`src/design/m3i_pkg.sv`:
```
// shared constants and types for the 3x3 matrix inverse block
package m3i_pkg;

    // default element format: signed Q16.16
    localparam int M3I_DATA_WIDTH  = 32;
    localparam int M3I_FRAC_BITS   = 16;

    // entries in the queue between the cofactor front and the divider back
    localparam int M3I_QUEUE_DEPTH = 4;

    // bit positions in the status field
    localparam int M3I_ST_SINGULAR  = 0;
    localparam int M3I_ST_SATURATED = 1;

    // queue fill status seen by both sides
    typedef struct packed {
        logic full;
        logic empty;
    } m3i_fifo_stat_t;

endpackage

```
`src/design/m3i_fifo.sv`:
```
// short first-word-fall-through queue between front and back
module m3i_fifo import m3i_pkg::*; #(
    parameter int WIDTH = 8,
    parameter int DEPTH = M3I_QUEUE_DEPTH
) (
    input  logic             aclk,
    input  logic             aresetn,
    input  logic             push,
    input  logic [WIDTH-1:0] wr_data,
    input  logic             pop,
    output logic [WIDTH-1:0] rd_data,
    output m3i_fifo_stat_t   stat
);
    localparam int AW = (DEPTH > 1) ? $clog2(DEPTH) : 1;
    localparam int NW = $clog2(DEPTH + 1);

    logic [WIDTH-1:0] mem_reg [DEPTH];
    logic [AW-1:0]    wr_ptr_reg;
    logic [AW-1:0]    rd_ptr_reg;
    logic [NW-1:0]    count_reg;

    assign stat.full  = (count_reg == NW'(DEPTH));
    assign stat.empty = (count_reg == '0);
    assign rd_data    = mem_reg[rd_ptr_reg];

    // storage
    always_ff @(posedge aclk) begin
        if (push) begin
            mem_reg[wr_ptr_reg] <= wr_data;
        end
    end

    // pointers and fill count
    always_ff @(posedge aclk) begin
        if (!aresetn) begin
            wr_ptr_reg <= '0;
            rd_ptr_reg <= '0;
            count_reg  <= '0;
        end else begin
            if (push) begin
                wr_ptr_reg <= (wr_ptr_reg == AW'(DEPTH - 1)) ? '0 : wr_ptr_reg + AW'(1);
            end
            if (pop) begin
                rd_ptr_reg <= (rd_ptr_reg == AW'(DEPTH - 1)) ? '0 : rd_ptr_reg + AW'(1);
            end
            if (push && !pop) begin
                count_reg <= count_reg + NW'(1);
            end else if (pop && !push) begin
                count_reg <= count_reg - NW'(1);
            end
        end
    end

    a_count_bound: assert property (@(posedge aclk) disable iff (!aresetn)
        count_reg <= NW'(DEPTH))
        else $error("queue count beyond depth");

    a_push_fills: assert property (@(posedge aclk) disable iff (!aresetn)
        (push && !pop) |=> !stat.empty)
        else $error("queue empty right after a push");

endmodule

```
`config.mk`:
```
export PLATFORM = sky130hd
export DESIGN_NAME = m3i_fifo
export DESIGN_NICKNAME = d
export VERILOG_FILES = /design/src/design/m3i_pkg.sv /design/src/design/m3i_fifo.sv
export SDC_FILE = /design/constraint.sdc
export NUM_CORES = 1
export LEC_CHECK = 0
export ABC_CLOCK_PERIOD_IN_PS = 1400
export BUFFER_PORTS_ARGS = -buffer_cell sky130_fd_sc_hd__buf_2
export CAP_MARGIN = 5
export CELL_PAD_IN_SITES_DETAIL_PLACEMENT = 1
export CELL_PAD_IN_SITES_GLOBAL_PLACEMENT = 1
export CORE_MARGIN = 2
export CORE_UTILIZATION = 25
export CTS_CLUSTER_DIAMETER = 120
export DETAILED_ROUTE_END_ITERATION = 12
export GPL_ROUTABILITY_DRIVEN = 1
export PLACE_DENSITY = 0.44
export SYNTH_ARGS = -nofsm -noshare
export SYNTH_HDL_FRONTEND = slang
export SYNTH_SLANG_ARGS = --single-unit
```
`constraint.sdc`:
```
create_clock -name aclk -period 1.4 [get_ports aclk]
set_input_delay 0.21 -clock aclk [delete_from_list [all_inputs] [get_ports aclk]]
set_output_delay 0.21 -clock aclk [all_outputs]
set_load 0.02 [all_outputs]
```
==> results of run 1 <==
==> power groups by stage <==
| stage | Clock (mW) | Combinational [mW] | Sequential (mW) |
|---|---|---|---|
| global route | 0.859 | 0.487 | 1.43 |
| detailed placement | 0 | 0.408 | 1.45 |
| finish | 0.773 | 0.447 | 1.42 |
| floorplan | 0 | 0.237 | 1.44 |
| CTS | 0.811 | 0.454 | 1.42 |
| global placement | 0 | 0.397 | 1.44 |
==> layer usage <==
layer | vias up | wire (µm) | GRT usage
li1 | 400 | - | -
met1 | 421 | 1226 | 0.1062
met2 | 15 | 1539 | 0.1522
met3 | 6 | 106 | 0.03245
met4 | 0 | 59 | 0.04329
met5 | - | 0 | 0
==> cell usage in the layout (no fill, tap or decap), drive strengths merged <==
cell / netlist / routed
buf: 1 / 33
clkinv: 0 / 1
mux4: 8 / 8
ha: 6 / 6
edfxtp: 32 / 32
fa: 1 / 1
or3: 1 / 1
xor2: 1 / 1
mux2i: 4 / 4
nor2: 1 / 1
clkinvlp: 0 / 1
inv: 4 / 5
nor2b: 5 / 5
xnor2: 1 / 1
o21a: 1 / 1
dfxtp: 9 / 9
clkbuf: 1 / 5
and2: 5 / 5
a21boi: 1 / 1
nor3: 2 / 2
o21ai: 1 / 1
nor3b: 1 / 1
==> path summary, 6_finish.rpt <==
| check | startpoint | endpoint | slack, ns | cells after the start |
|---|---|---|---|---|
| worst max-delay path | register | rd_data[3] | -0.26 | 3 |
| worst min-delay path | wr_data[1] | mem_reg[0][1] | 0.12 | 1 |
| worst max register to register | count_reg[0] | count_reg[2] | 0.03 | 4 |
| worst min register to register | count_reg[2] | count_reg[2] | 0.55 | 2 |
==> metrics by stage <==
stage	power, mW	setup WS [ns]	util	setup TNS [ns]	std cells
6_report	2.642	-0.2589	0.3355	-1.878	202
5_1_grt	2.776	-0.3308	0.3355	-2.433	202
4_1_cts	2.688	-0.2874	0.3341	-2.090	202
3_5_place_dp	1.855	-0.2145	0.3101	-0.2145	194
3_3_place_gp	1.840	-0.1321	0.3101	-0.1347	194
2_1_floorplan	1.676	0.01426	-	0	86
==> logic make-up (layout without fill, tap and decap cells) <==
family	after synthesis	after routing	synth area share
flip-flops	41	41	0.7064
AND/OR/NAND/NOR	15	15	0.05577
multiplexers	12	12	0.1363
adder cells (fa/ha/maj)	7	7	0.05887
buffers and inverters	6	45	0.01936
AO/OA/AOI/OAI	3	3	0.01239
XOR/XNOR	2	2	0.01085
==> synthesized netlist by cell type, drive strengths merged <==
cell and instances:
fa 1, xor2 1, buf 1, ha 6, edfxtp 32, or3 1
dfxtp 9, and2 5, o21a 1, inv 4, mux4 8, xnor2 1
nor3 2, nor2 1, o21ai 1, clkbuf 1, nor3b 1, mux2i 4
nor2b 5, a21boi 1
==> final cells by class <==
type | instances | share of cell area
flip-flops and latches | 41 | 0.5405
inverters | 4 | 0.008269
clock inverters | 3 | 0.01004
clock buffers | 5 | 0.03249
multi-input cells | 39 | 0.2203
well taps | 77 | 0.04548
repair buffers | 33 | 0.1429
==> what timing repair did <==
item,4_1_cts,5_1_grt
endpoints found under the setup margin,9,10
pin swaps,2,1
gates resized for setup,21,2
==> results.toml, run 1 <==
[clock_network]
holdBufCountCts = 0
clock-sinks = 41
clockBufferDepth = 2
clock_latency_ns = 0.29
clk_pin_slew_ns = 0.08
h-tree-depth = 2
cts_tree = "yes"
numCtsBuffers = 5
cts.root.buffer_cell = "clkbuf_8"
postCtsSetupBuffers = 0

[cells_and_area]
drive_gt1_frac = 0.4640
largest_reg_flops = 32
fin_nets = 143
finalInstanceArea_um2 = 2118
multiInputGateArea_um2 = 466.7
regArea_um2 = 1145
fill_cells = 666
area_growth_pct = 31.14
diodes = 0

[timing]
finalCritPeriodShare = 1.185
fmax_mhz = 602.8
setup_viol_count_final = 8
period_needed_ns = 1.659
rsz0062_at_grt = "yes"
tightest_slew_ns = 0.2232
hold_ws_ns = 0.1221
finalWorstSetupSlack_ns = -0.2589
relSlewSlack = 0.8496
hold_viol = 0
skew_ns = 0.003975
slew_viol_final = 0

[power]
pwr-share-seq = 0.538
p_sw_frac = 0.2520
switching_power_uw = 665.7
pwr-share-clk = 0.293
internal_power_mw = 1.976
combPwrFrac = 0.169
ir_drop_mv = 0.3910
powerDensity_nw_per_um2 = 1247
leakage_nw = 0.7719

[grt]
gr-total-overflow = 0
grt_pass1_wl_um = 4767
grt_pass1_vias = 931
antenna_found_initial = 0
grt_max_degree = 15
grt.total_usage = 0.09172

[floorplan]
die_h_um = 84.38
start_util = 0.2558
die_area_um2 = 7120
core_area_um2 = 6314
placementRows = 29
die_width_um = 84.38
ioPinCount = 22

[logic_synthesis]
syn_nets = 105
synth_area_um2 = 1615
netlist.area_leader.share = 0.5949
ys_ff_latch = 41
synth_cells = 86
synth_area_leaders = "edfxtp_1, dfxtp_1, mux4_2, ha_1, mux2i_1"
synth_warnings = 0
yosysTopAreaCell = "edfxtp_1"
ys_seq_area_frac = 0.7064
syn_avg_cell_area_um2 = 18.78
ys_types = 20

[setup_path]
critPathKind = "reg2out"
critical_path.cell_chain = "buf_6 -> mux4_2 -> buf_6"
slowest_delay_ns = 0.52
crit_family = "multiplexers"
cp_max_fo = 5
cp_common_cell = "buf_6"
worst_ep_arrival_time_ns = 1.45
crit_path_end_kind = "primary output"
crit_required_ns = 1.19
slowest_stage = "mux4_2"
setup.worst_path.start_class = "register"
path_buf_inv = 2

[drt]
dr_total_vias = 842
wire_per_inst_um = 14.51
drc_errors = 0
drt_iter0_markers = 12
final_antenna_net_count = 0
detail_route.first_pass.iterations = 3
vias_per_cell = 4.168
wl_um = 2931

[run_status]
status = "complete, but fails checks"
violations = "negative setup slack"

[placement]
portBuffers = 21
placed_cell_area_um2 = 1958
gp_congestion = 0.7197
dp_hpwl_um = 2188

[flow_run]
max_cap_violations = 0

[worst_hold_path]
hold_path_class = "in2reg"
No activity file was read; power rests on OpenSTA's default activity.
==> run 2, diff against run 1 <==
--- a/config.mk
+++ b/config.mk
@@ -6,16 +6,16 @@
 export NUM_CORES = 1
 export LEC_CHECK = 0
 export ABC_CLOCK_PERIOD_IN_PS = 1400
-export BUFFER_PORTS_ARGS = -buffer_cell sky130_fd_sc_hd__buf_2
 export CAP_MARGIN = 5
 export CELL_PAD_IN_SITES_DETAIL_PLACEMENT = 1
 export CELL_PAD_IN_SITES_GLOBAL_PLACEMENT = 1
 export CORE_MARGIN = 2
-export CORE_UTILIZATION = 25
+export CORE_UTILIZATION = 47
 export CTS_CLUSTER_DIAMETER = 120
 export DETAILED_ROUTE_END_ITERATION = 12
+export DONT_BUFFER_PORTS = 1
 export GPL_ROUTABILITY_DRIVEN = 1
-export PLACE_DENSITY = 0.44
+export PLACE_DENSITY = 0.72
 export SYNTH_ARGS = -nofsm -noshare
 export SYNTH_HDL_FRONTEND = slang
 export SYNTH_SLANG_ARGS = --single-unit
==> results.toml, run 2 (synthesized netlist as in run 1, its figures left out) <==
[clock_network]
cts_tree = "yes"
h-tree-depth = 2
numCtsBuffers = 5
clock_latency_ns = 0.34
cts.root.buffer_cell = "clkbuf_4"
clock-sinks = 41
clockBufferDepth = 2
clk_pin_slew_ns = 0.13

[run_status]
violations = "negative setup slack"
status = "complete, but fails checks"

[floorplan]
die_area_um2 = 3922
core_area_um2 = 3311
ioPinCount = 22
die_h_um = 62.63
placementRows = 21
die_width_um = 62.63
start_util = 0.4879

[placement]
placed_cell_area_um2 = 1812
gp_congestion = 0.7221
portBuffers = 0

[setup_path]
crit_required_ns = 1.19
crit_path_end_kind = "primary output"
critical_path.cell_chain = "buf_12 -> mux4_2"
crit_family = "multiplexers"
worst_ep_arrival_time_ns = 1.43
cp_max_fo = 8
path_buf_inv = 1
critPathKind = "reg2out"
slowest_delay_ns = 0.58
slowest_stage = "mux4_2"
setup.worst_path.start_class = "register"

[grt]
grt.total_usage = 0.1553
grt_pass1_vias = 923
grt_max_degree = 14
antenna_found_initial = 0
gr-total-overflow = 0
grt_pass1_wl_um = 4422

[timing]
fmax_mhz = 610.4
finalCritPeriodShare = 1.170
period_needed_ns = 1.638
rsz0062_at_grt = "yes"
hold_viol = 0
setup-tns-final_ns = -1.875
slew_viol_final = 0
tightest_slew_ns = 0.2006
setup_viol_count_final = 10
skew_ns = 0.008899
relSlewSlack = 0.8658
finalWorstSetupSlack_ns = -0.2383

[drt]
drt_iter0_markers = 24
final_antenna_net_count = 0
drc_errors = 0
detail_route.first_pass.iterations = 4
dr_total_vias = 808
wl_um = 2627
vias_per_cell = 5.082
wire_per_inst_um = 16.52

[cells_and_area]
largest_reg_flops = 32
area_growth_pct = 24.63
final_cell_mix = "edfxtp_1, dlygate4sd3_1, mux4_2"
diodes = 0
drive_gt1_frac = 0.3363
fin_nets = 131
fill_cells = 319
finalInstanceArea_um2 = 2013
final_common_cell = "edfxtp_1"

[power]
leakage_nw = 0.7033
ir_drop_mv = 0.5860
power_mw = 2.430
powerDensity_nw_per_um2 = 1207

[worst_hold_path]
hold_path_class = "in2reg"

[flow_run]
max_cap_violations = 0
-- run 2: path summary, 6_finish.rpt --
path / start / endpoint / cells after the start / slack, ns
worst min-delay path: aresetn / rd_ptr_reg[1] / 1 / 0.03
worst min register to register: count_reg[2] / count_reg[2] / 2 / 0.56
worst max-delay path: register / rd_data[2] / 2 / -0.24
worst max register to register: count_reg[1] / count_reg[2] / 4 / -0.01
-- run 2: routing by layer --
| metal | GRT usage | routed length [µm] |
|---|---|---|
| met5 | 0 | 0 |
| met4 | 0.07500 | 55 |
| met3 | 0.04685 | 154 |
| met2 | 0.2728 | 1366 |
| met1 | 0.1713 | 1052 |
-- run 2: layout make-up --
type                    instances  area (µm²)  share of cell area
multi-input cells              39       480.5              0.2387
well taps                      46       57.56             0.02859
clock inverters                 3       17.52            0.008701
repair buffers                 21       254.0              0.1262
clock buffers                   5       37.54             0.01865
flip-flops and latches         41        1149              0.5705
inverters                       4       17.52            0.008701
-- run 2: what timing repair did --
action                                 4_1_cts  5_1_grt
pin swaps                                    3        3
endpoints found under the hold margin       39        0
setup buffers                                1        1
resized for setup                            5        8
hold buffers                                 9        0
setup endpoints to repair                   11       11
-- run 2: through the flow --
stage          hold WS, ns  cells  worst slack (ns)  utilization
2_1_floorplan       0.3089     86           0.01426            -
3_3_place_gp        0.3090    140         -0.002127       0.5472
5_1_grt            0.01241    159           -0.3009       0.6081
3_5_place_dp        0.3090    140          -0.06482       0.5472
6_report           0.02587    159           -0.2383       0.6081
4_1_cts           0.007034    158           -0.2706       0.5975
-- run 2: worst register-to-register path: stages, from the launching register on --
cell	delay, ns
dfxtp_4	0.40
fa_2	0.34
xor2_1	0.17
or3_1	0.31
a21boi_1	0.13
-- run 2: report_power, final --
group	internal (mW)	switching (mW)
Clock	0.190	0.376
Sequential	1.39	0.0471
Combinational	0.227	0.202
